$ cat config.mk
export PLATFORM = sky130hd
export DESIGN_NAME = video_frame_pacer
export DESIGN_NICKNAME = d
export VERILOG_FILES = /design/src/rtl/vfp_pkg.sv /design/src/rtl/vfp_alu.sv /design/src/rtl/vfp_obuf.sv /design/src/rtl/vfp_ctrl.sv /design/src/rtl/video_frame_pacer.sv
export VERILOG_INCLUDE_DIRS = /design/src /design/src/rtl
export SDC_FILE = /design/constraint.sdc
export NUM_CORES = 1
export LEC_CHECK = 0
export CAP_MARGIN = 20
export CORE_UTILIZATION = 45
export DETAILED_ROUTE_END_ITERATION = 8
export DONT_BUFFER_PORTS = 1
export GPL_TIMING_DRIVEN = 0
export HOLD_SLACK_MARGIN = 0.02
export REMOVE_ABC_BUFFERS = 1
export SETUP_SLACK_MARGIN = 0.2
export SLEW_MARGIN = 0
export SYNTH_ARGS = -nofsm -noshare
export SYNTH_HDL_FRONTEND = slang
export SYNTH_HIERARCHICAL = 1
export SYNTH_SLANG_ARGS = --single-unit
$ cat constraint.sdc
create_clock -name i_clk -period 8.95 [get_ports i_clk]
set_input_delay 1.79 -clock i_clk [delete_from_list [all_inputs] [get_ports i_clk]]
set_output_delay 1.79 -clock i_clk [all_outputs]
set_load 0.005 [all_outputs]
$ cat src/rtl/video_frame_pacer_macros.svh
// Assertion macros shared by the frame pacer modules.
// Each expects i_clk and i_rst_n in the scope where it is used.
`ifndef VIDEO_FRAME_PACER_MACROS_SVH
`define VIDEO_FRAME_PACER_MACROS_SVH

// Same-cycle implication, checked outside reset.
`define VFP_ASSERT_IMPL(label, ante, cons) \
    label: assert property (@(posedge i_clk) disable iff (!i_rst_n) (ante) |-> (cons)) \
        else $error("frame pacer check failed: %m");

// Next-cycle implication, checked outside reset.
`define VFP_ASSERT_NEXT(label, ante, cons) \
    label: assert property (@(posedge i_clk) disable iff (!i_rst_n) (ante) |=> (cons)) \
        else $error("frame pacer check failed: %m");

`endif

$ cat src/rtl/vfp_pkg.sv
// Shared types and constants of the video frame pacer.
// No dependencies; imported by every module of the block.
package vfp_pkg;

    localparam int TIME_W   = 48;
    localparam int PERIOD_W = 20;
    localparam int BUF_W    = 4;
    localparam int GEN_W    = 16;
    localparam int ALU_W    = TIME_W + 2;
    localparam int CNT_W    = $clog2(TIME_W + 1);

    localparam int US_PER_S     = 1000000;
    localparam int FALLBACK_FPS = 60;

    localparam logic [PERIOD_W-1:0] PERIOD_RESET    = PERIOD_W'(16667);
    localparam logic [PERIOD_W-1:0] PERIOD_FALLBACK = PERIOD_W'(US_PER_S / FALLBACK_FPS);
    localparam logic [TIME_W-1:0]   TIME_MAX        = '1;

    localparam logic [1:0] ACT_RELEASE = 2'd0;
    localparam logic [1:0] ACT_FLUSH   = 2'd1;
    localparam logic [1:0] ACT_KEY     = 2'd2;
    localparam logic [1:0] ACT_NORMAL  = 2'd3;

    typedef struct packed {
        logic [TIME_W-1:0] frame_time;
        logic [TIME_W-1:0] now_time;
        logic [BUF_W-1:0]  frame_buffer;
        logic [GEN_W-1:0]  frame_generation;
        logic [GEN_W-1:0]  slot_generation;
        logic              streaming;
        logic              has_texture;
        logic              needs_key;
        logic              congested;
        logic              fence_ready;
    } t_vfp_in;

    typedef struct packed {
        logic [1:0]        action;
        logic [BUF_W-1:0]  buffer_index;
        logic [TIME_W-1:0] action_time;
        logic              last_of_run;
    } t_vfp_out;

    // Result request from the sequencer to the output stage.
    typedef struct packed {
        logic     emit;
        logic     close;
        t_vfp_out data;
    } t_vfp_emit;

    typedef struct packed {
        logic [ALU_W-1:0] a;
        logic [ALU_W-1:0] b;
        logic             sub;
    } t_vfp_alu_req;

    typedef struct packed {
        logic [ALU_W-1:0] res;
        logic             borrow;
    } t_vfp_alu_rsp;

    typedef enum logic [5:0] {
        S_IDLE,
        S_GEN,
        S_FGEN,
        S_FLUSH,
        S_FLUSH_REL,
        S_STRM,
        S_KEY_REL,
        S_KEY,
        S_REL_DONE,
        S_CONG,
        S_CU_SUB,
        S_CU_DIV,
        S_CU_FIX1,
        S_CU_FIX2,
        S_P15,
        S_LATE_A,
        S_LATE_B,
        S_PGEN,
        S_DN1,
        S_DN2,
        S_DP1,
        S_DP2,
        S_DCMP,
        S_REL_NEW,
        S_REPL,
        S_DUE1,
        S_DUE2,
        S_DUE3,
        S_DUE_GEN,
        S_STALE1,
        S_STALE2,
        S_STALE_REL,
        S_STALE_T,
        S_ENC,
        S_ENC_REL,
        S_ENC_CHK1,
        S_ENC_CHK2,
        S_DONE
    } t_vfp_state;

endpackage

$ cat src/rtl/vfp_alu.sv
// Shared add/subtract unit of the frame pacer, one operation per cycle.
// Depends on vfp_pkg for operand width and request/response types.
module vfp_alu
    import vfp_pkg::*;
(
    input  t_vfp_alu_req i_req,
    output t_vfp_alu_rsp o_rsp
);

    logic [ALU_W-1:0] b_eff;
    logic [ALU_W:0]   sum;

    // Subtract as a + ~b + 1; carry out high means a >= b.
    assign b_eff = i_req.sub ? ~i_req.b : i_req.b;
    assign sum   = {1'b0, i_req.a} + {1'b0, b_eff} + {{ALU_W{1'b0}}, i_req.sub};

    assign o_rsp.res    = sum[ALU_W-1:0];
    assign o_rsp.borrow = i_req.sub & ~sum[ALU_W];

endmodule

$ cat src/rtl/vfp_obuf.sv
// Output stage of the frame pacer: one staging slot plus the output register.
// Depends on vfp_pkg and the assertion macros header.
`include "video_frame_pacer_macros.svh"

module vfp_obuf
    import vfp_pkg::*;
(
    input  logic      i_clk,
    input  logic      i_rst_n,
    input  t_vfp_emit i_emit,
    output logic      o_ok,
    output logic      o_out_valid,
    output t_vfp_out  o_out_data,
    input  logic      i_out_stall
);

    logic     r_stg_valid, n_stg_valid;
    t_vfp_out r_stg, n_stg;
    logic     r_out_valid, n_out_valid;
    t_vfp_out r_out, n_out;
    logic     out_free;
    logic     load;

    assign out_free = !r_out_valid || !i_out_stall;
    assign o_ok     = !r_stg_valid || out_free;
    // The staged beat moves out when a newer one arrives or the run closes.
    assign load     = (i_emit.emit || i_emit.close) && r_stg_valid && out_free;

    always_comb begin
        n_stg_valid = r_stg_valid;
        n_stg       = r_stg;
        n_out_valid = r_out_valid;
        n_out       = r_out;
        if (load) begin
            n_out             = r_stg;
            n_out.last_of_run = i_emit.close;
            n_out_valid       = 1'b1;
        end else if (!i_out_stall) begin
            n_out_valid = 1'b0;
        end
        if (i_emit.emit && o_ok) begin
            n_stg       = i_emit.data;
            n_stg_valid = 1'b1;
        end else if (i_emit.close && o_ok) begin
            n_stg_valid = 1'b0;
        end
    end

    always_ff @(posedge i_clk) begin
        if (!i_rst_n) begin
            r_stg_valid <= 1'b0;
            r_out_valid <= 1'b0;
        end else begin
            r_stg_valid <= n_stg_valid;
            r_out_valid <= n_out_valid;
        end
        r_stg <= n_stg;
        r_out <= n_out;
    end

    assign o_out_valid = r_out_valid;
    assign o_out_data  = r_out;

    `VFP_ASSERT_NEXT(a_emit_stages, i_emit.emit && o_ok, r_stg_valid)
    `VFP_ASSERT_NEXT(a_close_empties, i_emit.close && o_ok, !r_stg_valid)
    `VFP_ASSERT_IMPL(a_no_overwrite, r_out_valid && i_out_stall, !load)

endmodule

$ cat src/rtl/vfp_ctrl.sv
// Sequencer of the frame pacer: pacing state, item latch and the step machine
// that drives the shared adder. Depends on vfp_pkg and the assertion macros.
`include "video_frame_pacer_macros.svh"

module vfp_ctrl
    import vfp_pkg::*;
(
    input  logic                i_clk,
    input  logic                i_rst_n,
    input  logic                i_in_valid,
    input  t_vfp_in             i_in_data,
    output logic                o_in_stall,
    input  logic [PERIOD_W-1:0] i_period,
    output t_vfp_alu_req        o_alu_req,
    input  t_vfp_alu_rsp        i_alu_rsp,
    output t_vfp_emit           o_emit,
    input  logic                i_emit_ok
);

    t_vfp_state          r_state, n_state;
    t_vfp_in             r_item, n_item;
    logic [PERIOD_W-1:0] r_p, n_p;
    logic [GEN_W-1:0]    r_last_gen, n_last_gen;
    logic                r_was_strm, n_was_strm;
    logic                r_pend_valid, n_pend_valid;
    logic [TIME_W-1:0]   r_pend_time, n_pend_time;
    logic [BUF_W-1:0]    r_pend_buf, n_pend_buf;
    logic [GEN_W-1:0]    r_pend_gen, n_pend_gen;
    logic [TIME_W-1:0]   r_deadline, n_deadline;
    logic [ALU_W-1:0]    r_tmp, n_tmp;
    logic [TIME_W-1:0]   r_da, n_da;
    logic [TIME_W-1:0]   r_db, n_db;
    logic [TIME_W-1:0]   r_cu_t, n_cu_t;
    logic [TIME_W-1:0]   r_div, n_div;
    logic [PERIOD_W-1:0] r_rem, n_rem;
    logic [CNT_W-1:0]    r_cnt, n_cnt;

    logic                accept;
    logic                step_ok;
    logic                gen_chg;
    logic                gen_bad;
    logic                pend_gen_bad;
    logic [ALU_W-1:0]    p_x, p_half_x, p_dbl_x;
    logic [ALU_W-1:0]    ts_x, now_x, dl_x, pt_x, cu_x;
    logic [PERIOD_W:0]   trial;

    function automatic logic [TIME_W-1:0] sat_time(input logic [ALU_W-1:0] v);
        logic ovf;
        ovf = |v[ALU_W-1:TIME_W];
        return ovf ? TIME_MAX : v[TIME_W-1:0];
    endfunction

    assign o_in_stall   = (r_state != S_IDLE);
    assign accept       = i_in_valid && !o_in_stall;
    assign step_ok      = !(o_emit.emit || o_emit.close) || i_emit_ok;

    assign gen_chg      = r_item.slot_generation != r_last_gen;
    assign gen_bad      = r_item.frame_generation != r_item.slot_generation;
    assign pend_gen_bad = r_pend_gen != r_item.slot_generation;

    assign p_x      = ALU_W'(r_p);
    assign p_half_x = ALU_W'(r_p >> 1);
    assign p_dbl_x  = ALU_W'({r_p, 1'b0});
    assign ts_x     = ALU_W'(r_item.frame_time);
    assign now_x    = ALU_W'(r_item.now_time);
    assign dl_x     = ALU_W'(r_deadline);
    assign pt_x     = ALU_W'(r_pend_time);
    assign cu_x     = ALU_W'(r_cu_t);
    assign trial    = {r_rem, r_div[TIME_W-1]};

    // Next state
    always_comb begin
        n_state = r_state;
        unique case (r_state)
            S_IDLE:      if (accept) n_state = S_GEN;
            S_GEN:       if (step_ok) n_state = S_FGEN;
            S_FGEN: begin
                if (step_ok) begin
                    if (gen_bad) begin
                        n_state = S_DONE;
                    end else if (r_item.streaming && !r_was_strm) begin
                        n_state = S_FLUSH;
                    end else begin
                        n_state = S_STRM;
                    end
                end
            end
            S_FLUSH:     if (step_ok) n_state = S_FLUSH_REL;
            S_FLUSH_REL: if (step_ok) n_state = S_STRM;
            S_STRM: begin
                if (step_ok) begin
                    if (!r_item.streaming || !r_item.has_texture) begin
                        n_state = S_DONE;
                    end else if (r_item.needs_key) begin
                        n_state = S_KEY_REL;
                    end else if (r_item.congested) begin
                        n_state = S_CONG;
                    end else begin
                        n_state = S_P15;
                    end
                end
            end
            S_KEY_REL:   if (step_ok) n_state = S_KEY;
            S_KEY:       if (step_ok) n_state = S_REL_DONE;
            S_REL_DONE:  if (step_ok) n_state = S_DONE;
            S_CONG:      if (step_ok) n_state = S_CU_SUB;
            S_CU_SUB: begin
                if (!i_alu_rsp.borrow && i_alu_rsp.res != '0) begin
                    n_state = S_CU_DIV;
                end else begin
                    n_state = S_DONE;
                end
            end
            S_CU_DIV:    if (r_cnt == CNT_W'(1)) n_state = S_CU_FIX1;
            S_CU_FIX1:   n_state = S_CU_FIX2;
            S_CU_FIX2:   n_state = S_DONE;
            S_P15:       n_state = S_LATE_A;
            S_LATE_A:    n_state = S_LATE_B;
            S_LATE_B:    n_state = i_alu_rsp.borrow ? S_REL_DONE : S_PGEN;
            S_PGEN: begin
                if (step_ok) begin
                    n_state = (r_pend_valid && !pend_gen_bad) ? S_DN1 : S_REPL;
                end
            end
            S_DN1:       n_state = i_alu_rsp.borrow ? S_DN2 : S_DP1;
            S_DN2:       n_state = S_DP1;
            S_DP1:       n_state = i_alu_rsp.borrow ? S_DP2 : S_DCMP;
            S_DP2:       n_state = S_DCMP;
            S_DCMP:      n_state = i_alu_rsp.borrow ? S_REPL : S_REL_NEW;
            S_REL_NEW:   if (step_ok) n_state = S_DUE1;
            S_REPL:      if (step_ok) n_state = S_DUE1;
            S_DUE1:      n_state = i_alu_rsp.borrow ? S_DUE2 : S_DUE_GEN;
            S_DUE2:      n_state = S_DUE3;
            S_DUE3:      n_state = i_alu_rsp.borrow ? S_DONE : S_DUE_GEN;
            S_DUE_GEN:   if (step_ok) n_state = pend_gen_bad ? S_DONE : S_STALE1;
            S_STALE1:    n_state = S_STALE2;
            S_STALE2:    n_state = i_alu_rsp.borrow ? S_STALE_REL : S_ENC;
            S_STALE_REL: if (step_ok) n_state = S_STALE_T;
            S_STALE_T:   n_state = i_alu_rsp.borrow ? S_DONE : S_CU_SUB;
            S_ENC:       if (step_ok) n_state = S_ENC_REL;
            S_ENC_REL:   if (step_ok) n_state = S_ENC_CHK1;
            S_ENC_CHK1:  n_state = i_alu_rsp.borrow ? S_DONE : S_ENC_CHK2;
            S_ENC_CHK2:  n_state = S_DONE;
            S_DONE:      if (step_ok) n_state = S_IDLE;
            default:     n_state = S_IDLE;
        endcase
    end

    // Adder operands and result beats
    always_comb begin
        o_alu_req                = '0;
        o_emit.emit              = 1'b0;
        o_emit.close             = 1'b0;
        o_emit.data.action       = ACT_RELEASE;
        o_emit.data.buffer_index = r_item.frame_buffer;
        o_emit.data.action_time  = r_item.frame_time;
        o_emit.data.last_of_run  = 1'b0;
        unique case (r_state)
            S_GEN, S_FLUSH_REL, S_KEY_REL, S_PGEN, S_REPL, S_DUE_GEN, S_STALE_REL,
            S_ENC_REL: begin
                o_emit.data.buffer_index = r_pend_buf;
                o_emit.data.action_time  = r_pend_time;
                case (r_state)
                    S_GEN:     o_emit.emit = gen_chg && r_pend_valid;
                    S_PGEN:    o_emit.emit = r_pend_valid && pend_gen_bad;
                    S_DUE_GEN: o_emit.emit = pend_gen_bad;
                    S_STALE_REL, S_ENC_REL: o_emit.emit = 1'b1;
                    default:   o_emit.emit = r_pend_valid;
                endcase
                if (r_state == S_ENC_REL) begin
                    o_alu_req.a = dl_x;
                    o_alu_req.b = p_x;
                end
            end
            S_FGEN:      o_emit.emit = gen_bad;
            S_FLUSH: begin
                o_emit.emit              = 1'b1;
                o_emit.data.action       = ACT_FLUSH;
                o_emit.data.buffer_index = '0;
                o_emit.data.action_time  = '0;
            end
            S_STRM:      o_emit.emit = !r_item.streaming || !r_item.has_texture;
            S_KEY: begin
                o_emit.emit        = r_item.fence_ready;
                o_emit.data.action = ACT_KEY;
                o_alu_req.a        = ts_x;
                o_alu_req.b        = p_x;
            end
            S_REL_DONE, S_CONG, S_REL_NEW: o_emit.emit = 1'b1;
            S_CU_SUB: begin
                o_alu_req.a   = cu_x;
                o_alu_req.b   = dl_x;
                o_alu_req.sub = 1'b1;
            end
            S_CU_DIV: begin
                o_alu_req.a   = ALU_W'(trial);
                o_alu_req.b   = p_x;
                o_alu_req.sub = 1'b1;
            end
            S_CU_FIX1: begin
                o_alu_req.a   = p_x;
                o_alu_req.b   = ALU_W'(r_rem);
                o_alu_req.sub = 1'b1;
            end
            S_CU_FIX2: begin
                o_alu_req.a = cu_x;
                o_alu_req.b = r_tmp;
            end
            S_P15: begin
                o_alu_req.a = p_x;
                o_alu_req.b = p_half_x;
            end
            S_LATE_A: begin
                o_alu_req.a = ts_x;
                o_alu_req.b = r_tmp;
            end
            S_LATE_B: begin
                o_alu_req.a   = r_tmp;
                o_alu_req.b   = dl_x;
                o_alu_req.sub = 1'b1;
            end
            S_DN1: begin
                o_alu_req.a   = ts_x;
                o_alu_req.b   = dl_x;
                o_alu_req.sub = 1'b1;
            end
            S_DN2: begin
                o_alu_req.a   = dl_x;
                o_alu_req.b   = ts_x;
                o_alu_req.sub = 1'b1;
            end
            S_DP1, S_DUE1: begin
                o_alu_req.a   = pt_x;
                o_alu_req.b   = dl_x;
                o_alu_req.sub = 1'b1;
            end
            S_DP2: begin
                o_alu_req.a   = dl_x;
                o_alu_req.b   = pt_x;
                o_alu_req.sub = 1'b1;
            end
            S_DCMP: begin
                o_alu_req.a   = ALU_W'(r_da);
                o_alu_req.b   = ALU_W'(r_db);
                o_alu_req.sub = 1'b1;
            end
            S_DUE2: begin
                o_alu_req.a = dl_x;
                o_alu_req.b = p_half_x;
            end
            S_DUE3: begin
                o_alu_req.a   = now_x;
                o_alu_req.b   = r_tmp;
                o_alu_req.sub = 1'b1;
            end
            S_STALE1: begin
                o_alu_req.a = pt_x;
                o_alu_req.b = p_dbl_x;
            end
            S_STALE2: begin
                o_alu_req.a   = r_tmp;
                o_alu_req.b   = now_x;
                o_alu_req.sub = 1'b1;
            end
            S_STALE_T: begin
                o_alu_req.a   = now_x;
                o_alu_req.b   = p_x;
                o_alu_req.sub = 1'b1;
            end
            S_ENC: begin
                o_emit.emit              = r_item.fence_ready;
                o_emit.data.action       = ACT_NORMAL;
                o_emit.data.buffer_index = r_pend_buf;
                o_emit.data.action_time  = r_pend_time;
            end
            S_ENC_CHK1: begin
                o_alu_req.a   = now_x;
                o_alu_req.b   = p_dbl_x;
                o_alu_req.sub = 1'b1;
            end
            S_ENC_CHK2: begin
                o_alu_req.a   = dl_x;
                o_alu_req.b   = r_tmp;
                o_alu_req.sub = 1'b1;
            end
            S_DONE:      o_emit.close = 1'b1;
            default:     o_alu_req = '0;
        endcase
    end

    // Datapath next values; nothing advances while a result beat waits
    always_comb begin
        n_item       = r_item;
        n_p          = r_p;
        n_last_gen   = r_last_gen;
        n_was_strm   = r_was_strm;
        n_pend_valid = r_pend_valid;
        n_pend_time  = r_pend_time;
        n_pend_buf   = r_pend_buf;
        n_pend_gen   = r_pend_gen;
        n_deadline   = r_deadline;
        n_tmp        = r_tmp;
        n_da         = r_da;
        n_db         = r_db;
        n_cu_t       = r_cu_t;
        n_div        = r_div;
        n_rem        = r_rem;
        n_cnt        = r_cnt;
        if (step_ok) begin
            case (r_state)
                S_IDLE: begin
                    if (accept) begin
                        n_item = i_in_data;
                        n_p    = i_period;
                    end
                end
                S_GEN: begin
                    if (gen_chg) begin
                        n_pend_valid = 1'b0;
                        n_last_gen   = r_item.slot_generation;
                        n_deadline   = '0;
                    end
                end
                S_FLUSH:     n_deadline = '0;
                S_FLUSH_REL, S_KEY_REL, S_STALE_REL: n_pend_valid = 1'b0;
                S_STRM: begin
                    n_was_strm = r_item.streaming;
                    // A zero deadline counts as unset
                    if (r_item.streaming && r_item.has_texture && r_deadline == '0) begin
                        n_deadline = r_item.frame_time;
                    end
                end
                S_KEY: begin
                    if (r_item.fence_ready) n_deadline = sat_time(i_alu_rsp.res);
                end
                S_CONG:      n_cu_t = r_item.frame_time;
                S_CU_SUB: begin
                    n_div = i_alu_rsp.res[TIME_W-1:0];
                    n_rem = '0;
                    n_cnt = CNT_W'(TIME_W);
                end
                S_CU_DIV: begin
                    // Restoring step: keep the trial remainder when it went negative
                    n_rem = i_alu_rsp.borrow ? trial[PERIOD_W-1:0]
                                             : i_alu_rsp.res[PERIOD_W-1:0];
                    n_div = {r_div[TIME_W-2:0], 1'b0};
                    n_cnt = r_cnt - CNT_W'(1);
                end
                S_CU_FIX1:   n_tmp = (r_rem == '0) ? '0 : i_alu_rsp.res;
                S_CU_FIX2:   n_deadline = sat_time(i_alu_rsp.res);
                S_P15, S_LATE_A, S_DUE2, S_STALE1, S_ENC_CHK1: n_tmp = i_alu_rsp.res;
                S_PGEN: begin
                    if (o_emit.emit) n_pend_valid = 1'b0;
                end
                S_DN1, S_DN2: n_da = i_alu_rsp.res[TIME_W-1:0];
                S_DP1, S_DP2: n_db = i_alu_rsp.res[TIME_W-1:0];
                S_REPL: begin
                    n_pend_valid = 1'b1;
                    n_pend_time  = r_item.frame_time;
                    n_pend_buf   = r_item.frame_buffer;
                    n_pend_gen   = r_item.frame_generation;
                end
                S_DUE_GEN: begin
                    if (pend_gen_bad) n_pend_valid = 1'b0;
                end
                S_STALE_T:   n_cu_t = i_alu_rsp.res[TIME_W-1:0];
                S_ENC_REL: begin
                    n_pend_valid = 1'b0;
                    n_deadline   = sat_time(i_alu_rsp.res);
                end
                S_ENC_CHK2: begin
                    if (i_alu_rsp.borrow) n_deadline = r_item.now_time;
                end
                default: begin
                    n_tmp = r_tmp;
                end
            endcase
        end
    end

    always_ff @(posedge i_clk) begin
        if (!i_rst_n) begin
            r_state      <= S_IDLE;
            r_last_gen   <= '0;
            r_was_strm   <= 1'b0;
            r_pend_valid <= 1'b0;
            r_pend_time  <= '0;
            r_pend_buf   <= '0;
            r_pend_gen   <= '0;
            r_deadline   <= '0;
        end else begin
            r_state      <= n_state;
            r_last_gen   <= n_last_gen;
            r_was_strm   <= n_was_strm;
            r_pend_valid <= n_pend_valid;
            r_pend_time  <= n_pend_time;
            r_pend_buf   <= n_pend_buf;
            r_pend_gen   <= n_pend_gen;
            r_deadline   <= n_deadline;
        end
        r_item <= n_item;
        r_p    <= n_p;
        r_tmp  <= n_tmp;
        r_da   <= n_da;
        r_db   <= n_db;
        r_cu_t <= n_cu_t;
        r_div  <= n_div;
        r_rem  <= n_rem;
        r_cnt  <= n_cnt;
    end

    `VFP_ASSERT_IMPL(a_rem_below_p, r_state == S_CU_FIX1, r_rem < r_p)
    `VFP_ASSERT_IMPL(a_div_count_live, r_state == S_CU_DIV, r_cnt != '0)
    `VFP_ASSERT_NEXT(a_repl_holds, r_state == S_REPL && step_ok, r_pend_valid)
    `VFP_ASSERT_NEXT(a_done_to_idle, r_state == S_DONE && step_ok, r_state == S_IDLE)

endmodule

$ cat src/rtl/video_frame_pacer.sv
// Video frame pacer: input channel of captured frames, output channel of
// release/flush/encode beats, and a write channel for the frame period.
//
// Input beats carry one frame with the current time and link flags; an input
// beat is taken when i_in_valid is high and o_in_stall is low. Each frame
// produces zero to four result beats on o_out_*; the final beat of a frame
// has last_of_run set. A result is taken when o_out_valid is high and
// i_out_stall is low.
// The period register (microseconds, zero selects 16666) is written through
// i_cfg_valid/o_cfg_ready; the user must write it only while no frame is
// in flight, as the block itself does not enforce this. One frame holds the
// sequencer for a series of steps, one pass through the single shared
// 50-bit adder per step; when the deadline has to catch up, a 48-step
// remainder loop lengthens the series. Each beat waits in a staging slot
// until the next beat or the end of the frame. The next frame can be taken
// once the last beat of the frame has reached the output register.
// While the receiver stalls, the sequencer holds at its next result beat.
// Reset clears the pacing state, drops any pending frame silently and loads
// the period with 16667.
// Depends on vfp_pkg, vfp_alu, vfp_obuf and vfp_ctrl.
module video_frame_pacer
    import vfp_pkg::*;
(
    input  logic                i_clk,
    input  logic                i_rst_n,
    input  logic                i_in_valid,
    input  t_vfp_in             i_in_data,
    output logic                o_in_stall,
    output logic                o_out_valid,
    output t_vfp_out            o_out_data,
    input  logic                i_out_stall,
    input  logic                i_cfg_valid,
    input  logic [PERIOD_W-1:0] i_cfg_data,
    output logic                o_cfg_ready
);

    logic [PERIOD_W-1:0] r_period;
    logic [PERIOD_W-1:0] period_eff;
    t_vfp_alu_req        alu_req;
    t_vfp_alu_rsp        alu_rsp;
    t_vfp_emit           emit;
    logic                emit_ok;

    assign o_cfg_ready = 1'b1;

    always_ff @(posedge i_clk) begin
        if (!i_rst_n) begin
            r_period <= PERIOD_RESET;
        end else if (i_cfg_valid && o_cfg_ready) begin
            r_period <= i_cfg_data;
        end
    end

    // Fall back to 60 frames per second for a zero period
    assign period_eff = (r_period == '0) ? PERIOD_FALLBACK : r_period;

    vfp_alu u_alu (
        .i_req (alu_req),
        .o_rsp (alu_rsp)
    );

    vfp_ctrl u_ctrl (
        .i_clk      (i_clk),
        .i_rst_n    (i_rst_n),
        .i_in_valid (i_in_valid),
        .i_in_data  (i_in_data),
        .o_in_stall (o_in_stall),
        .i_period   (period_eff),
        .o_alu_req  (alu_req),
        .i_alu_rsp  (alu_rsp),
        .o_emit     (emit),
        .i_emit_ok  (emit_ok)
    );

    vfp_obuf u_obuf (
        .i_clk       (i_clk),
        .i_rst_n     (i_rst_n),
        .i_emit      (emit),
        .o_ok        (emit_ok),
        .o_out_valid (o_out_valid),
        .o_out_data  (o_out_data),
        .i_out_stall (i_out_stall)
    );

endmodule
==> flow_summary.toml <==
[die]
die_area_um2 = 80600
die_h_um = 284
core_um2 = 78700
start_util_pct = 45.4
die_x_um = 284
rows = 103
io_pins = 220

[power]
power_w = 0.0149
swShare_pct = 41.1
seqPwrFrac_pct = 35.5
internal_power_w = 0.00877
vdd_ir_drop_max_v = 0.000287
power_density_nw_per_um2 = 363
cellLeakagePower_nw = 14.5
power.share.clock_pct = 22.4
comb_power_share_pct = 42.1
switching_power_w = 0.00611

[sta]
period_minus_slack_ns = 8.54
rsz0062_at_grt = "no"
clock_skew_ns = 0.0503
tns_ns = 0
tightest_slew_ns = 1.22
finalMaxSlewViolations = 0
min_period_over_period_pct = 95.5
max_freq_mhz = 117
slew_headroom_pct = 18.7
hold_viol = 0
setup_viol = 0

[finish]
diodes = 0
fin_util_pct = 52.1
nets = 3493
drive_gt1_share_pct = 13.0
instances_no_fill = 4393
syn2layout_area_growth_pct = 14.6
final_cell_mix = "nand2_1 (592), edfxtp_1 (534), a21oi_1 (195), a22oi_1 (195), dfxtp_1 (156)"
layout_commonest_cell = "nand2_1"

[drt]
detail-route-antenna-nets = 0
top_layer = "met4"
wl_met2_um = 57600
drtIter0Drc = 4155
drc = 1
wl_met1_um = 48800
met3_length_um = 12800
drt_wl_total_um = 124000
dr.pass1.iters = 9
vias = 29000
wl_per_cell_um = 28.2
via_per_inst = 6.61

[setup_path]
crit_fanout = 25
worstPathArrival_ns = 9.04
worst-path-buf-inv = 8
cp_top_family = "compound AO/OA/AOI/OAI gates"
critPathCaptureType = "register"
cpPeakStageDelay_ns = 0.83
cp.required_ns = 9.44
critPathSlowestCell = "nor4_2"
cpMostUsedCell = "buf_4"
critical_path_class = "register to register"
critPathLaunchType = "register"

[logic_synthesis]
syn_inst = 3332
netlist_area_um2 = 35800
yosys_warnings = 6
avgSynthCellArea_um2 = 10.7

[global_route]
first_global_vias = 28600
antenna_found_initial = 1
grt_max_degree = 245
grt_overflow = 0
grt_pass1_wl_um = 185000
grt_use_total_pct = 30.0

[cts]
path_clk_slew_ns = 0.06
cts_tree = "done"
cts.path.max_buffers = 3
root_buffer = "clkbuf_16"
htreeDepth = 3
clock_sinks = 696
clk_latency_ns = 0.66
cts_buffers = 81

[placed_design]
gp_congestion = 0.919
io_buffers = 0
placed_cells = 4237
dp_hpwl_um = 85300

[flow_run]
maxCapViolations = 0

[outcome]
status = "complete, but fails checks"
violations = "DRC"

[min_path]
hold_class = "register to register"
[flip-flops by register name, indices dropped and copies added, names as in the netlist, 16 cells and up]
name	cells
u_ctrl/r_item	89
u_ctrl/now_x	48
u_ctrl/r_cu_t	48
u_ctrl/r_p	20
u_ctrl/r_div	48
u_ctrl/r_db	48
u_ctrl/r_deadline	48
u_ctrl/r_da	48
u_ctrl/r_pend_time	48
u_ctrl/r_last_gen	16
u_ctrl/r_pend_gen	16
r_period	20
u_obuf/o_out_data	55
u_obuf/r_stg	54
u_ctrl/r_rem	20
u_ctrl/r_tmp	50
[worst paths after layout]
kind / from / end / slack (ns) / cells after the start
setup / recovery: u_ctrl/r_state[5]$_SDFFE_PN0P_ / u_ctrl/r_state[1]$_SDFFE_PN0P_ / 0.41 / 29
hold / removal: u_obuf/r_stg[39]$_DFFE_PP_ / u_obuf/o_out_data[39]$_DFFE_PP_ / 0.41 / 0
setup reg to reg: u_ctrl/r_state[5]$_SDFFE_PN0P_ / u_ctrl/r_state[1]$_SDFFE_PN0P_ / 0.41 / 29
hold reg to reg: u_obuf/r_stg[39]$_DFFE_PP_ / u_obuf/o_out_data[39]$_DFFE_PP_ / 0.41 / 0
[layer usage]
layer | vias up | track usage, %
met5 | - | 0
met4 | 0 | 11.9
met3 | 416 | 6.19
met2 | 1873 | 48.1
met1 | 14100 | 39.6
li1 | 12600 | -
[power groups by stage]
| stage | sequential, W | clock [W] | combinational, W |
|---|---|---|---|
| floorplan | 0.00518 | 0 | 0.00374 |
| global placement | 0.00549 | 0 | 0.00550 |
| detailed placement | 0.00532 | 0 | 0.00606 |
| CTS | 0.00526 | 0.00338 | 0.00614 |
| global route | 0.00533 | 0.00351 | 0.00670 |
| finish | 0.00528 | 0.00333 | 0.00627 |
[layout make-up]
type	count	area, µm²
Clock inverter	37	394
Tap cell	1050	1310
Multi-Input combinational cell	2335	15600
Fill cell	6806	37800
Inverter	21	78.8
Clock buffer	115	2280
Timing Repair Buffer	139	2040
Sequential cell	696	19300
[repair_timing]
action                                  CTS  global route
gates cloned                              1             0
setup buffers                             2             1
hold buffers                              0             0
resized for setup                         7             6
pin swaps                                 2             1
endpoints found under the setup margin   54            52
[metrics by stage]
stage                     cell area (µm²)  setup WS [ns]  hold WS (ns)
final                               41000          0.407         0.408
after global routing                41000          0.225         0.418
after CTS                           41000          0.206         0.414
after detailed placement            38200         -0.752         0.406
after global placement              35900         -25.79         0.401
after floorplan                     34600          -9.62         0.400
[worst register-to-register path: cells and delay by family, from the launching register on]
kind            cells  cell delay [ns]
compound gates     12             3.29
mux                 2             0.49
fa+ha+maj           1             0.41
buf+inv             8             1.79
flops               1             0.48
simple gates        6             1.99
No activity file was read; power rests on OpenSTA's default activity.
